File: config.mk
export PLATFORM = sky130hd
export DESIGN_NAME = preemptive_priority_scheduler_unit_flat
export DESIGN_NICKNAME = d
export VERILOG_FILES = /design/src/sv/ppsu_pkg.sv /design/src/sv/ppsu_if.sv /design/src/sv/ppsu_datapath.sv /design/src/sv/ppsu_ctrl.sv /design/src/sv/preemptive_priority_scheduler_unit.sv /design/src/flat_wrapper.sv
export SDC_FILE = /design/constraint.sdc
export NUM_CORES = 1
export LEC_CHECK = 0
export BUFFER_PORTS_ARGS = -buffer_cell sky130_fd_sc_hd__buf_2
export CORE_MARGIN = 2
export CORE_UTILIZATION = 49
export CTS_BUF_LIST = sky130_fd_sc_hd__clkbuf_2 sky130_fd_sc_hd__clkbuf_4 sky130_fd_sc_hd__clkbuf_8
export DETAILED_ROUTE_END_ITERATION = 7
export PLACE_DENSITY = 0.7
export SYNTH_ARGS = -nofsm -noshare
export SYNTH_HDL_FRONTEND = slang
export SYNTH_SLANG_ARGS = --single-unit
File: constraint.sdc
create_clock -name clk -period 6.3 [get_ports clk]
set_input_delay 0.315 -clock clk [delete_from_list [all_inputs] [get_ports clk]]
set_output_delay 0.315 -clock clk [all_outputs]
set_load 0.02 [all_outputs]
File: src/sv/ppsu_pkg.sv
package ppsu_pkg;

	// process slots
	localparam int NUM_PROCS = 4;
	localparam int IDX_W     = (NUM_PROCS > 1) ? $clog2(NUM_PROCS) : 1;

	// field widths
	localparam int SLOT_W  = 6;
	localparam int PRIO_W  = 8;
	localparam int ARR_W   = 16;
	localparam int BURST_W = 16;
	localparam int PID_W   = 6;
	localparam int WAIT_W  = 24;
	localparam int TICK_W  = 24;

	localparam logic [IDX_W-1:0]  LAST_IDX = IDX_W'(NUM_PROCS - 1);
	localparam logic [SLOT_W:0]   SLOT_LIM = (SLOT_W + 1)'(NUM_PROCS);
	localparam logic [WAIT_W-1:0] WAIT_MAX = '1;

	// input item modes
	localparam logic MODE_LOAD = 1'b0;
	localparam logic MODE_RUN  = 1'b1;

	// controller to datapath commands
	typedef struct packed {
		logic             load_slot;
		logic             run_init;
		logic             scan_step;
		logic             jump;
		logic             calc_span;
		logic             apply;
		logic             load_out;
		logic [IDX_W-1:0] idx;
	} cmd_t;

	// datapath to controller status
	typedef struct packed {
		logic any_left;
		logic have_pick;
	} sts_t;

endpackage

File: src/sv/ppsu_if.sv
// request channel: load or run items
interface ppsu_req_if;
	import ppsu_pkg::*;

	logic                 valid;
	logic                 ready;
	logic                 mode;
	logic [SLOT_W-1:0]    slot;
	logic [PRIO_W-1:0]    prio_value;
	logic [ARR_W-1:0]     arrival_tick;
	logic [BURST_W-1:0]   burst_length;

	modport source (output valid, mode, slot, prio_value, arrival_tick, burst_length,
		input ready);
	modport sink (input valid, mode, slot, prio_value, arrival_tick, burst_length,
		output ready);
endinterface

// result channel: one transfer per slot after a run
interface ppsu_rsp_if;
	import ppsu_pkg::*;

	logic              valid;
	logic              ready;
	logic [PID_W-1:0]  process_id;
	logic [WAIT_W-1:0] wait_ticks;
	logic              last_flag;

	modport source (output valid, process_id, wait_ticks, last_flag, input ready);
	modport sink (input valid, process_id, wait_ticks, last_flag, output ready);
endinterface

File: src/sv/ppsu_datapath.sv
module ppsu_datapath (
	input  logic                         clk,
	input  logic                         arst_n,
	input  ppsu_pkg::cmd_t               cmd,
	output ppsu_pkg::sts_t               sts,
	input  logic [ppsu_pkg::SLOT_W-1:0]  in_slot,
	input  logic [ppsu_pkg::PRIO_W-1:0]  in_prio,
	input  logic [ppsu_pkg::ARR_W-1:0]   in_arr,
	input  logic [ppsu_pkg::BURST_W-1:0] in_burst,
	output logic [ppsu_pkg::PID_W-1:0]   out_pid,
	output logic [ppsu_pkg::WAIT_W-1:0]  out_wait,
	output logic                         out_last
);
	import ppsu_pkg::*;

	// slot tables
	logic [NUM_PROCS-1:0]  valid_q;
	logic [PRIO_W-1:0]     prio_q  [NUM_PROCS];
	logic [ARR_W-1:0]      arr_q   [NUM_PROCS];
	logic [BURST_W-1:0]    burst_q [NUM_PROCS];
	logic [BURST_W-1:0]    rem_q   [NUM_PROCS];
	logic [WAIT_W-1:0]     wait_q  [NUM_PROCS];

	// simulation time and scan accumulators
	logic [TICK_W-1:0]  now_q;
	logic [IDX_W-1:0]   pick_q;
	logic [PRIO_W-1:0]  best_prio_q;
	logic [ARR_W-1:0]   best_arr_q;
	logic [BURST_W-1:0] best_rem_q;
	logic               have_pick_q;
	logic [ARR_W-1:0]   next_q;
	logic               have_next_q;
	logic               any_left_q;
	logic [BURST_W-1:0] span_q;

	// output register payload
	logic [PID_W-1:0]  pid_q;
	logic [WAIT_W-1:0] wait_out_q;
	logic              last_q;

	// scan of the selected slot
	logic               load_hit;
	logic               first;
	logic [PRIO_W-1:0]  cur_prio;
	logic [ARR_W-1:0]   cur_arr;
	logic [BURST_W-1:0] cur_rem;
	logic               cur_live;
	logic               cur_arrived;
	logic               cur_beats;
	logic               cur_next;
	logic [TICK_W-1:0]  gap;
	logic [BURST_W-1:0] span_d;

	assign load_hit    = ({1'b0, in_slot} < SLOT_LIM);
	assign first       = (cmd.idx == '0);
	assign cur_prio    = prio_q[cmd.idx];
	assign cur_arr     = arr_q[cmd.idx];
	assign cur_rem     = rem_q[cmd.idx];
	assign cur_live    = (cur_rem != '0);
	assign cur_arrived = (TICK_W'(cur_arr) <= now_q);
	assign cur_beats   = first || !have_pick_q || (cur_prio < best_prio_q) ||
		((cur_prio == best_prio_q) && (cur_arr < best_arr_q));
	assign cur_next    = first || !have_next_q || (cur_arr < next_q);

	// span until the pick finishes or the next arrival
	assign gap    = TICK_W'(next_q) - now_q;
	assign span_d = (have_next_q && (gap < TICK_W'(best_rem_q))) ?
		gap[BURST_W-1:0] : best_rem_q;

	// valid bits
	always_ff @(posedge clk or negedge arst_n) begin
		if (!arst_n) begin
			valid_q <= '0;
		end else if (cmd.load_slot && load_hit) begin
			valid_q[in_slot[IDX_W-1:0]] <= 1'b1;
		end
	end

	// per slot tables
	for (genvar i = 0; i < NUM_PROCS; i++) begin : g_slot
		logic [WAIT_W:0] wait_sum;

		assign wait_sum = {1'b0, wait_q[i]} + (WAIT_W + 1)'(span_q);

		always_ff @(posedge clk) begin
			if (cmd.load_slot && load_hit && (in_slot[IDX_W-1:0] == IDX_W'(i))) begin
				prio_q[i]  <= in_prio;
				arr_q[i]   <= in_arr;
				burst_q[i] <= in_burst;
			end
			if (cmd.run_init) begin
				rem_q[i]  <= valid_q[i] ? burst_q[i] : '0;
				wait_q[i] <= '0;
			end else if (cmd.apply) begin
				if (pick_q == IDX_W'(i)) begin
					rem_q[i] <= rem_q[i] - span_q;
				end else if ((rem_q[i] != '0) && (TICK_W'(arr_q[i]) <= now_q)) begin
					wait_q[i] <= wait_sum[WAIT_W] ? WAIT_MAX : wait_sum[WAIT_W-1:0];
				end
			end
		end
	end

	// scan accumulators and simulation time
	always_ff @(posedge clk or negedge arst_n) begin
		if (!arst_n) begin
			now_q       <= '0;
			have_pick_q <= 1'b0;
			have_next_q <= 1'b0;
			any_left_q  <= 1'b0;
		end else begin
			if (cmd.run_init) begin
				now_q <= '0;
			end else if (cmd.jump) begin
				now_q <= TICK_W'(next_q);
			end else if (cmd.apply) begin
				now_q <= now_q + TICK_W'(span_q);
			end
			// the first slot of a scan starts the flags afresh
			if (cmd.scan_step) begin
				any_left_q  <= (any_left_q && !first) || cur_live;
				have_pick_q <= (have_pick_q && !first) ||
					(cur_live && cur_arrived && cur_beats);
				have_next_q <= (have_next_q && !first) ||
					(cur_live && !cur_arrived && cur_next);
			end
		end
	end

	// scan payload
	always_ff @(posedge clk) begin
		if (cmd.scan_step) begin
			if (cur_live && cur_arrived && cur_beats) begin
				pick_q      <= cmd.idx;
				best_prio_q <= cur_prio;
				best_arr_q  <= cur_arr;
				best_rem_q  <= cur_rem;
			end
			if (cur_live && !cur_arrived && cur_next) begin
				next_q <= cur_arr;
			end
		end
		if (cmd.calc_span) begin
			span_q <= span_d;
		end
	end

	// result register
	always_ff @(posedge clk) begin
		if (cmd.load_out) begin
			pid_q      <= PID_W'(cmd.idx);
			wait_out_q <= wait_q[cmd.idx];
			last_q     <= (cmd.idx == LAST_IDX);
		end
	end

	assign sts.any_left  = any_left_q;
	assign sts.have_pick = have_pick_q;
	assign out_pid       = pid_q;
	assign out_wait      = wait_out_q;
	assign out_last      = last_q;

endmodule

File: src/sv/ppsu_ctrl.sv
module ppsu_ctrl (
	input  logic           clk,
	input  logic           arst_n,
	input  logic           req_valid,
	input  logic           req_mode,
	output logic           req_ready,
	output logic           rsp_valid,
	input  logic           rsp_ready,
	input  ppsu_pkg::sts_t sts,
	output ppsu_pkg::cmd_t cmd
);
	import ppsu_pkg::*;

	localparam logic [2:0] ST_IDLE   = 3'd0;
	localparam logic [2:0] ST_SCAN   = 3'd1;
	localparam logic [2:0] ST_DECIDE = 3'd2;
	localparam logic [2:0] ST_APPLY  = 3'd3;
	localparam logic [2:0] ST_EMIT   = 3'd4;

	logic [2:0]       state_q, state_d;
	logic [IDX_W-1:0] idx_q, idx_d;
	logic             out_valid_q;
	logic             req_xfer;

	assign req_ready = (state_q == ST_IDLE);
	assign req_xfer  = req_valid && req_ready;
	assign rsp_valid = out_valid_q;

	// sequencer
	always_comb begin
		state_d = state_q;
		idx_d   = idx_q;
		cmd     = '0;
		cmd.idx = idx_q;
		unique case (state_q)
			ST_IDLE: begin
				if (req_xfer) begin
					if (req_mode == MODE_RUN) begin
						cmd.run_init = 1'b1;
						idx_d        = '0;
						state_d      = ST_SCAN;
					end else begin
						cmd.load_slot = 1'b1;
					end
				end
			end
			ST_SCAN: begin
				cmd.scan_step = 1'b1;
				if (idx_q == LAST_IDX) begin
					state_d = ST_DECIDE;
				end else begin
					idx_d = idx_q + 1'b1;
				end
			end
			ST_DECIDE: begin
				idx_d = '0;
				if (!sts.any_left) begin
					state_d = ST_EMIT;
				end else if (!sts.have_pick) begin
					cmd.jump = 1'b1;
					state_d  = ST_SCAN;
				end else begin
					cmd.calc_span = 1'b1;
					state_d       = ST_APPLY;
				end
			end
			ST_APPLY: begin
				cmd.apply = 1'b1;
				idx_d     = '0;
				state_d   = ST_SCAN;
			end
			ST_EMIT: begin
				if (!out_valid_q || rsp_ready) begin
					cmd.load_out = 1'b1;
					if (idx_q == LAST_IDX) begin
						state_d = ST_IDLE;
					end else begin
						idx_d = idx_q + 1'b1;
					end
				end
			end
			default: begin
				state_d = ST_IDLE;
			end
		endcase
	end

	// state, index and output valid
	always_ff @(posedge clk or negedge arst_n) begin
		if (!arst_n) begin
			state_q     <= ST_IDLE;
			idx_q       <= '0;
			out_valid_q <= 1'b0;
		end else begin
			state_q <= state_d;
			idx_q   <= idx_d;
			if (cmd.load_out) begin
				out_valid_q <= 1'b1;
			end else if (rsp_ready) begin
				out_valid_q <= 1'b0;
			end
		end
	end

endmodule

File: src/sv/preemptive_priority_scheduler_unit.sv
// load item: taken while idle, a new item may follow in the next cycle
// run item: each scheduling step is one scan over all NUM_PROCS slots, a decide state and
// either an apply state or a time jump; at most about 2*NUM_PROCS+1 steps, then NUM_PROCS
// result transfers, one per cycle while the sink is ready
// the slot scan over the tables sets the run time; no new item during a run
// asynchronous active-low reset clears valid bits, controller state and output valid
module preemptive_priority_scheduler_unit (
	input logic      clk,
	input logic      arst_n,
	ppsu_req_if.sink   req,
	ppsu_rsp_if.source rsp
);
	import ppsu_pkg::*;

	cmd_t cmd;
	sts_t sts;

	// controller
	ppsu_ctrl u_ctrl (
		.clk       (clk),
		.arst_n    (arst_n),
		.req_valid (req.valid),
		.req_mode  (req.mode),
		.req_ready (req.ready),
		.rsp_valid (rsp.valid),
		.rsp_ready (rsp.ready),
		.sts       (sts),
		.cmd       (cmd)
	);

	// tables, scan and result register
	ppsu_datapath u_dp (
		.clk      (clk),
		.arst_n   (arst_n),
		.cmd      (cmd),
		.sts      (sts),
		.in_slot  (req.slot),
		.in_prio  (req.prio_value),
		.in_arr   (req.arrival_tick),
		.in_burst (req.burst_length),
		.out_pid  (rsp.process_id),
		.out_wait (rsp.wait_ticks),
		.out_last (rsp.last_flag)
	);

endmodule

File: src/flat_wrapper.sv
// flat-port wrapper written by rule: the top's interface ports become plain ports
module preemptive_priority_scheduler_unit_flat import ppsu_pkg::*;
  (clk, arst_n, req_valid, req_mode, req_slot, req_prio_value, req_arrival_tick, req_burst_length, req_ready, rsp_valid, rsp_process_id, rsp_wait_ticks, rsp_last_flag, rsp_ready);
  ppsu_req_if req_i ();
  ppsu_rsp_if rsp_i ();
  input logic clk;
  input logic arst_n;
  input wire logic [$bits(req_i.valid)-1:0] req_valid;
  input wire logic [$bits(req_i.mode)-1:0] req_mode;
  input wire logic [$bits(req_i.slot)-1:0] req_slot;
  input wire logic [$bits(req_i.prio_value)-1:0] req_prio_value;
  input wire logic [$bits(req_i.arrival_tick)-1:0] req_arrival_tick;
  input wire logic [$bits(req_i.burst_length)-1:0] req_burst_length;
  output wire logic [$bits(req_i.ready)-1:0] req_ready;
  output wire logic [$bits(rsp_i.valid)-1:0] rsp_valid;
  output wire logic [$bits(rsp_i.process_id)-1:0] rsp_process_id;
  output wire logic [$bits(rsp_i.wait_ticks)-1:0] rsp_wait_ticks;
  output wire logic [$bits(rsp_i.last_flag)-1:0] rsp_last_flag;
  input wire logic [$bits(rsp_i.ready)-1:0] rsp_ready;
  assign req_i.valid = req_valid;
  assign req_i.mode = req_mode;
  assign req_i.slot = req_slot;
  assign req_i.prio_value = req_prio_value;
  assign req_i.arrival_tick = req_arrival_tick;
  assign req_i.burst_length = req_burst_length;
  assign req_ready = req_i.ready;
  assign rsp_valid = rsp_i.valid;
  assign rsp_process_id = rsp_i.process_id;
  assign rsp_wait_ticks = rsp_i.wait_ticks;
  assign rsp_last_flag = rsp_i.last_flag;
  assign rsp_i.ready = rsp_ready;
  preemptive_priority_scheduler_unit u_core (.clk(clk), .arst_n(arst_n), .req(req_i), .rsp(rsp_i));
endmodule
Yosys cells after proc, flatten, opt, wreduce, memory -nomap -nowiden

Memories as Yosys holds them, arrays and structs flattened. A register that Yosys moved wholly into a read port is not among the register bits.
Cells that the tools add are included.

Eq/ne operators: 17
Bitwise operators: 9
Reduce and logical (&&, ||, !) cells: 60
Magnitude comparators: 12
Add/subtract/negate cells: 11
Mux-type cells: 122

Operators by type and width:

| kind                 | count |
|---|---|
| $mux W24             | 11 |
| $mux W16             | 15 |
| $le A16 B24 Y1       | 5 |
| $add A24 B16 Y25     | 4 |
| $reduce_or A16 Y1    | 6 |
| $reduce_bool A16 Y1  | 5 |
| $mux W1              | 66 |
| $sub A16 B16 Y16     | 4 |
| $mux W2              | 18 |
| $lt A16 B16 Y1       | 2 |
| $add A24 B16 Y24     | 1 |
| $lt A24 B16 Y1       | 1 |
| $mux W8              | 3 |
| $reduce_or A8 Y1     | 3 |
| $sub A16 B24 Y24     | 1 |
| $logic_and A1 B1 Y1  | 20 |
| $mux W3              | 6 |
| $pmux W3 S5          | 1 |
| $eq A2 B2 Y1 const B | 5 |
| $logic_or A1 B1 Y1   | 9 |
| $eq A8 B8 Y1         | 1 |
| $lt A8 B8 Y1         | 1 |
| $ne A2 B2 Y1 const B | 4 |
| $or A1 B1 Y1         | 8 |
| other kinds (22)     | 31 |

Memories: 5
Register bits: 114
Input port bits: 51
RAM bits: 320
Logic and storage cells: 252

Memory list:

| name                | depth | width | read ports | clocked after memory_dff | wr ports | line                | source |
|---|---|---|---|---|---|---|---|
| u_core.u_dp.wait_q  | 4     | 24    | 5          | 1                        | 4        | ppsu_datapath.sv:22 | `logic [WAIT_W-1:0] wait_q [NUM_PROCS];` |
| u_core.u_dp.arr_q   | 4     | 16    | 5          | 0                        | 1        | ppsu_datapath.sv:19 | `logic [ARR_W-1:0] arr_q [NUM_PROCS];` |
| u_core.u_dp.burst_q | 4     | 16    | 4          | 0                        | 1        | ppsu_datapath.sv:20 | `logic [BURST_W-1:0] burst_q [NUM_PROCS];` |
| u_core.u_dp.rem_q   | 4     | 16    | 5          | 0                        | 4        | ppsu_datapath.sv:21 | `logic [BURST_W-1:0] rem_q [NUM_PROCS];` |
| u_core.u_dp.prio_q  | 4     | 8     | 1          | 0                        | 1        | ppsu_datapath.sv:18 | `logic [PRIO_W-1:0] prio_q [NUM_PROCS];` |

Longest topological paths before layout

Gate-level depths: netlist of the first run.

Word-level depth: 12
Mapped depth: 19
Gate-level depth less buffers: 18

Cells and area by module

Synthesis of the first run repeated with hierarchy kept, for this count alone.

Cell total of the unflattened synthesis: 2,570
Area total of the unflattened synthesis: 29,115.4 um2

By module, submodules not included:

| module        | area an instance (um2) | instances | cells an instance |
|---|---|---|---|
| ppsu_datapath | 28,721.3               | 1         | 2,524 |
| ppsu_ctrl     | 394.1                  | 1         | 46 |

Least setup slack after synthesis of the first run

No wires, ideal clock.

Path type: register to register
Start point: register u_core.u_ctrl.idx_q[0]
End point: register u_core.u_dp.next_q[0], enable pin
Clock period less this slack: 6.440 ns
Path buffers: 3
Cell stages (with the launch flop): 13
Library setup time: 0.478 ns
Slack: -0.140 ns
Data arrival time: 5.963 ns
Cell sequence: dfrtp_1 > clkbuf_1 > clkbuf_1 > buf_1 > mux4_2 > ha_1 > a21o_1 > a21o_1 > a21oi_1 > nor2_1 > a2111oi_0 > a21oi_1 > a2111oi_0

Cells in the longest elaborated chain, start to end: 6
Elaborated cells between the ends (all ways): 12
Those cells by class: order compare (2); reduce/logical (8); memory (2)

RTL lines:

| what                                   | line                 | source |
|---|---|---|
| from (decl)                            | ppsu_ctrl.sv:21      | `logic [IDX_W-1:0] idx_q, idx_d;` |
| from (signal assigned)                 | ppsu_ctrl.sv:96      | `idx_q <= idx_d;` |
| $mem_v2 Z4 W16 (*)                     | --                   |  |
| via u_core.u_dp.cur_arr[9]             | ppsu_datapath.sv:45  | `logic [ARR_W-1:0] cur_arr;` |
| $le A16 B24 Y1                         | ppsu_datapath.sv:60  | `assign cur_arrived = (TICK_W'(cur_arr) <= now_q);` |
| $logic_not A1 Y1                       | ppsu_datapath.sv:139 | `if (cur_live && !cur_arrived && cur_next) begin` |
| $logic_and A1 B1 Y1                    | ppsu_datapath.sv:139 |  |
| $logic_and A1 B1 Y1 (*)                | ppsu_datapath.sv:139 |  |
| $reduce_and A2 Y1 (no source line) (*) | --                   |  |
| to (signal assigned)                   | ppsu_datapath.sv:140 | `next_q <= cur_arr;` |
| to (decl)                              | ppsu_datapath.sv:31  | `logic [ARR_W-1:0] next_q;` |

The timed path passes the listed nets; every way through them passes the cells marked *.
A chain may end at the register's enable or synchronous reset.

==> impl_metrics.env, run 1 <==
export IMPL_finish_utilization_pct=55.3
export IMPL_synth_simple_area_share_pct=12.1
export IMPL_r2r_slack_ns=1.42
export IMPL_antenna_found_initial=3
export IMPL_cts_htree_levels=3
export IMPL_syn_to_final_growth_pct=11.4
export IMPL_syn_area_per_cell_um2=11.4
export IMPL_vdd_drop_max_mv=0.248
export IMPL_cp_data_required_time_ns=6.83
export IMPL_dp_slack_ns=1.46
export IMPL_cts_setup_buffers=0
export IMPL_power_mw=13.1
export IMPL_gp_congestion=0.925
export IMPL_powerDensity_nw_per_um2=410
export IMPL_swShare_pct=39.6
export IMPL_crit_path_frequent_cell="a31oi_1"
export IMPL_num_rows=88
export IMPL_synth_edf_count=421
export IMPL_hold_path_class="in -> reg"
export IMPL_drc_errors=0
export IMPL_post_route_cells_drive_above_1_share_pct=12.8
export IMPL_drtIter0Drc=2161
export IMPL_fin_setup_tns_ns=0
export IMPL_postCtsHoldBufs=42
export IMPL_insertion_delay_ns=0.70
export IMPL_ys_flop_type="edfxtp_1"
export IMPL_relSlewSlack_pct=18.2
export IMPL_vias_per_cell=6.20
export IMPL_internal_power_mw=7.90
export IMPL_max_cap_viol_count=0
export IMPL_synth_compound_area_share_pct=13.9
export IMPL_hold_viol_final=0
export IMPL_rsz0062_at_grt="no"
export IMPL_hold_start="req_valid"
export IMPL_slowest_delay_ns=0.82
export IMPL_cts_resized=0
export IMPL_grt_pass1_vias=21760
export IMPL_firstDrtPassIters=6
export IMPL_cp_cell_sequence="inv_1 > fa_1 > and2b_1 > o2111ai_1 > and3_1 > or4_1 > a31oi_1 > a31oi_1 > or3_1 > and4_1 > nor3_1"
export IMPL_nets=3015
export IMPL_die_y_um=246
export IMPL_startpoint_type="register"
export IMPL_yosys_warnings=0
export IMPL_die_width_um=246
export IMPL_fin_crit_sh_pct=77.5
export IMPL_worstPathArrival_ns=5.41
export IMPL_dpl_hpwl_um=58500
export IMPL_ys_ff_latch=458
export IMPL_clock_skew_ns=0.0473
export IMPL_clock_sinks=458
export IMPL_fmax_mhz=205
export IMPL_cp_end_kind="register"
export IMPL_synth_fa_ha_area_share_pct=13.4
export IMPL_postRouteWirelength_um=78200
export IMPL_core_area_um2=57700
export IMPL_cts_root_buf="clkbuf_8"
export IMPL_comb_power_share_pct=43.7
export IMPL_dpl_cell_area_um2=29900
export IMPL_drv_slew=0
export IMPL_port_buffers=79
export IMPL_synth_top_family_by_area="compound AO/OA/AOI/OAI gates"
export IMPL_startpoint="u_core.u_dp.span_q[1]$_DFFE_PP_"
export IMPL_syn_area_um2=28600
export IMPL_clock_path_buffers=3
export IMPL_final_cell_mix="edfxtp_1, ha_1, a21oi_1"
export IMPL_switchingPower_mw=5.19
export IMPL_clkPwrFrac_pct=20.9
export IMPL_detail_route_antenna_nets=0
export IMPL_tightest_slew_ns=1.22
export IMPL_p_seq_share_pct=35.4
export IMPL_ys_seq_area_share_pct=47.4
export IMPL_crit_slowest_cell="edfxtp_1"
export IMPL_grt_usage_pct=25.9
export IMPL_final_area_um2=31900
export IMPL_crit_type="reg -> reg"
export IMPL_crit_fanout=22
export IMPL_synthArstFlopShare_pct=8.08
export IMPL_synth_area_mux_share_pct=5.90
export IMPL_synth_xor_area_share_pct=4.13
export IMPL_post_route_min_period_ns=4.88
export IMPL_r2r_start="u_core.u_dp.span_q[1]$_DFFE_PP_"
export IMPL_overflow=0
export IMPL_final_common_cell="edfxtp_1"
export IMPL_grt_max_degree=43
export IMPL_postSynthCellCount=2509
export IMPL_finalSetupViolations=0
export IMPL_post_synth_num_cell_types=84
export IMPL_numCtsBuffers=81
export IMPL_status="finished, final reports clean"
export IMPL_die_area_um2=60400
export IMPL_grt_first_pass_wirelength_um=121000
export IMPL_start_util_pct=49.6
export IMPL_leakage_nw=12.5
export IMPL_tritoncts="built"
export IMPL_ios=84
export IMPL_path_clk_slew_ns=0.06
export IMPL_setup_ws_ns=1.42
export IMPL_vias=21639
export IMPL_avgRoutedWirePerCell_um=22.4
-- synth_stat cells, types with 30 or more instances --
master    number  area, um2
edfxtp_1     421      12600
xor2_1        69        604
xnor2_1       66        578
nor3_1        61        305
nand2_1      131        492
a21o_1        58        435
inv_1        153        574
o21ai_0      151        756
nor2_1       111        417
nor2b_1       36        225
ha_1         291       3640
dfrtp_1       37        926
a21oi_1      196        981
a31oi_1       32        200
clkbuf_1      53        199
nand2b_1      31        194
nand4_1       36        225
nand3_1      111        556
mux4_2        64       1440
nor4_1        30        188
-- final timing paths --
path                                                      endpoint  cells past startpoint
max in group asynchronous       u_core.u_ctrl.idx_q[0]$_DFFE_PN0P_                      2
min in group asynchronous        u_core.u_dp.now_q[16]$_DFFE_PN0P_                      2
setup / recovery           u_core.u_dp.wait_q[3][19]$_SDFFCE_PN0P_                     11
hold reg to reg                  u_core.u_dp.rem_q[3][4]$_DFFE_PP_                      2
setup reg to reg           u_core.u_dp.wait_q[3][19]$_SDFFCE_PN0P_                     11
hold / removal                u_core.u_ctrl.state_q[0]$_DFFE_PN0P_                      4
-- sequential cells by signal, summed over array words and instances, names as in the netlist, 24 cells and up --
register	flops
u_core.u_dp.wait_q	96
u_core.u_dp.arr_q	64
u_core.u_dp.burst_q	64
u_core.u_dp.rem_q	64
u_core.u_dp.prio_q	32
u_core.u_dp.now_q	24
u_core.u_dp.out_wait	24
-- cell families after synthesis --
family,count (synthesis)
AO/OA/AOI/OAI,630
buffers and inverters,230
other,1
multiplexers,84
flip-flops,458
AND/OR/NAND/NOR,670
XOR/XNOR,135
adder cells (fa/ha/maj),301
-- through the flow --
step	instances	hold slack [ns]
6_report	3490	0.112
5_1_grt	3489	0.116
4_1_cts	3488	0.0671
3_5_place_dp	3303	0.532
3_3_place_gp	3303	0.524
2_1_floorplan	2512	0.0194
-- layer usage --
metal	global-route usage [%]	vias to the layer above	routed length, um
met5	0	-	12
li1	-	9967	-
met3	4.23	169	5480
met2	42.6	846	36800
met4	9.02	2	2430
met1	34.8	10655	33500
-- worst max-delay path, delay by kind of cell (launching register included) --
family / cells / cell delay [ns]
flip-flops: 1 / 0.82
AO/OA/AOI/OAI: 3 / 0.64
buffers and inverters: 1 / 0.49
adder cells (fa/ha/maj): 1 / 0.56
AND/OR/NAND/NOR: 6 / 2.19
-- cell type report --
cell class / count / area [um2]
multi-input combinational: 1824 / 14200
inverter: 153 / 574
tap: 765 / 957
sequential: 458 / 13600
timing repair buffer: 145 / 996
antenna: 2 / 5.00
fill: 4905 / 25800
clock inverter: 32 / 181
clock buffer: 111 / 1380
-- power groups by stage --
stage                     combinational [mW]  sequential [mW]  clock, mW
after floorplan                         4.30             4.38          0
after global placement                  5.41             4.67          0
after detailed placement                5.60             4.68          0
after CTS                               5.67             4.62       2.79
after global routing                    6.34             4.69       2.92
final                                   5.72             4.64       2.73
(Power assumes the default switching activity.)
==> run 2: changes to the inputs <==
==> constraint.sdc (replaced) <==
create_clock -name clk -period 4.2 [get_ports clk]
set_input_delay 0.21 -clock clk [delete_from_list [all_inputs] [get_ports clk]]
set_output_delay 0.21 -clock clk [all_outputs]
set_load 0.02 [all_outputs]
==> run 2 against run 1 <==
Critical path depth rose by 5. Clock skew fell by 0.011 ns. Power rose by 52%. Clock power rose by 47%. Combinational power rose by 58%. Via count rose by 0.73%. Sequential share of layout area fell by 0.61 points. Largest cell class unchanged. Largest power group unchanged.
==> impl_metrics.env, run 2 (synthesis results as in run 1) <==
export IMPL_setup_ws_ns=0.202
export IMPL_die_width_um=246
export IMPL_die_area_um2=60400
export IMPL_post_route_min_period_ns=4.00
export IMPL_clock_skew_ns=0.0362
export IMPL_comb_power_share_pct=45.3
export IMPL_num_rows=88
export IMPL_clock_sinks=458
export IMPL_finish_utilization_pct=56.1
export IMPL_crit_fanout=15
export IMPL_avgRoutedWirePerCell_um=22.2
export IMPL_switchingPower_mw=7.86
export IMPL_crit_type="reg -> reg"
export IMPL_clock_path_buffers=3
export IMPL_path_clk_slew_ns=0.06
export IMPL_final_cell_mix="edfxtp_1, ha_1, a21oi_1"
export IMPL_die_y_um=246
export IMPL_drtIter0Drc=2347
export IMPL_grt_pass1_vias=21469
export IMPL_rr_worst_depth=16
export IMPL_r2r_start="u_core.u_dp.now_q[0]$_DFFE_PN0P_"
export IMPL_insertion_delay_ns=0.68
export IMPL_final_common_cell="edfxtp_1"
export IMPL_fin_crit_sh_pct=95.2
export IMPL_clkPwrFrac_pct=20.2
export IMPL_p_seq_share_pct=34.5
export IMPL_rsz0062_at_grt="no"
export IMPL_internal_power_mw=12.0
export IMPL_vias_per_cell=6.16
export IMPL_gp_congestion=0.929
export IMPL_grt_first_pass_wirelength_um=122000
export IMPL_r2r_slack_ns=0.20
export IMPL_worstPathArrival_ns=4.41
export IMPL_leakage_nw=12.7
export IMPL_dp_cells=3338
export IMPL_status="finished, final reports clean"
export IMPL_tightest_slew_ns=0.989
export IMPL_drc_errors=0
export IMPL_hold_end="u_core.u_ctrl.state_q[0]$_DFFE_PN0P_"
export IMPL_startpoint_type="register"
export IMPL_vias=21797
export IMPL_nets=3064
export IMPL_largest_reg_flops=96
export IMPL_crit_slowest_cell="fa_2"
export IMPL_start_util_pct=49.6
export IMPL_whs_ns=0.0359
export IMPL_nFillCells=4822
export IMPL_tritoncts="built"
export IMPL_relSlewSlack_pct=34.1
export IMPL_firstDrtPassIters=7
export IMPL_port_buffers=79
export IMPL_cp_cell_sequence="ha_1 > fa_2 > nor2b_4 > o31ai_2 > a211o_1 > a21oi_1 > a21oi_1 > xnor2_1 > ha_1 > a21o_1 > nand2_1 > nand4b_1 > a211oi_2 > o2111ai_4 > buf_12 > mux2_4"
export IMPL_cts_root_buf="clkbuf_8"
export IMPL_dpl_hpwl_um=58800
export IMPL_postRouteWirelength_um=78500
export IMPL_finalSetupViolations=0
export IMPL_vdd_drop_max_mv=0.302
export IMPL_regMostFlops="u_core.u_dp.wait_q"
export IMPL_slowest_delay_ns=0.39
export IMPL_cts_htree_levels=3
export IMPL_cp_end_kind="register"
export IMPL_post_route_cells_drive_above_1_share_pct=14.1
export IMPL_numCtsBuffers=81
export IMPL_ios=84
export IMPL_grt_usage_pct=26.2
export IMPL_power_mw=19.9
export IMPL_dp_slack_ns=0.0311
export IMPL_overflow=0
export IMPL_reg2reg_to="u_core.u_dp.span_q[7]$_DFFE_PP_"
export IMPL_powerDensity_nw_per_um2=615
export IMPL_final_area_um2=32400
export IMPL_grt_max_degree=42
export IMPL_fmax_mhz=250
export IMPL_hold_start="req_mode"
export IMPL_max_cap_viol_count=0
export IMPL_detail_route_antenna_nets=0
export IMPL_fin_setup_tns_ns=0
export IMPL_dpl_cell_area_um2=30300
export IMPL_cp_data_required_time_ns=4.62
export IMPL_final_cells=3539
export IMPL_drv_slew=0
export IMPL_syn_to_final_growth_pct=13.0
export IMPL_swShare_pct=39.5
export IMPL_min_path_cells=4
export IMPL_core_area_um2=57700
export IMPL_hold_path_class="in -> reg"
export IMPL_antenna_found_initial=1
export IMPL_hold_viol_final=0
-- run 2: changes by cell type in the layout (fill, tap and decap cells not counted), sizes merged --
cell	delta
buf	+47
clkbuf	-12
clkinv	+9
clkinvlp	+2
dlygate4sd3	+2
bufinv	+1
diode	-1
inv	+1
-- run 2: worst max-delay path by stage --
stage,slack (ns),from,to,cells past startpoint
2_1_floorplan,0.08,u_core.u_ctrl.idx_q[1]$_DFFE_PN0P_,u_core.u_dp.next_q[0]$_DFFE_PP_,12
3_3_place_gp,0.03,u_core.u_dp.now_q[2]$_DFFE_PN0P_,u_core.u_dp.span_q[10]$_DFFE_PP_,17
3_5_place_dp,0.03,u_core.u_dp.now_q[2]$_DFFE_PN0P_,u_core.u_dp.span_q[14]$_DFFE_PP_,17
4_1_cts,0.17,u_core.u_dp.now_q[2]$_DFFE_PN0P_,u_core.u_dp.span_q[7]$_DFFE_PP_,18
5_1_grt,0.01,u_core.u_dp.now_q[9]$_DFFE_PN0P_,u_core.u_dp.span_q[8]$_DFFE_PP_,18
6_report,0.20,u_core.u_dp.now_q[0]$_DFFE_PN0P_,u_core.u_dp.span_q[7]$_DFFE_PP_,16
-- run 2: worst max-delay path: cells and delay by family, from the launching register on --
family	cells	cell delay, ns
flip-flops	1	0.38
AND/OR/NAND/NOR	3	0.31
XOR/XNOR	1	0.26
multiplexers	1	0.29
adder cells (fa/ha/maj)	3	0.93
buffers and inverters	1	0.19
AO/OA/AOI/OAI	7	1.36
-- run 2: final cells by class --
| class | instances | area [um2] | area share (%) |
|---|---|---|---|
| inverter | 153 | 574 | 1.77 |
| clock buffer | 99 | 1250 | 3.86 |
| multi-input combinational | 1824 | 14300 | 44.1 |
| tap | 765 | 957 | 2.96 |
| antenna | 1 | 2.50 | 0.00773 |
| clock inverter | 45 | 262 | 0.808 |
| sequential | 458 | 13600 | 41.9 |
| timing repair buffer | 194 | 1460 | 4.50 |
-- run 2: power groups by stage --
stage / sequential [mW] / combinational [mW] / clock (mW)
final: 6.87 / 9.01 / 4.01
after global routing: 6.93 / 9.99 / 4.29
after global placement: 6.91 / 8.43 / 0
after detailed placement: 6.95 / 8.68 / 0
after floorplan: 6.54 / 6.50 / 0
after CTS: 6.86 / 8.78 / 4.09
-- run 2: what timing repair did --
| item | CTS | global route |
|---|---|---|
| setup endpoints to repair | 11 | 37 |
| gates resized for setup | 0 | 6 |
| hold buffers | 44 | 0 |
| pin swaps | 1 | 3 |
| endpoints found under the hold margin | 205 | 0 |
| buffers inserted | 1 | 11 |
-- run 2: metal layers --
layer	GRT usage (%)	wire [um]
met1	36.6	34400
met2	42.0	36200
met3	4.07	5740
met4	8.47	2180
met5	0	0
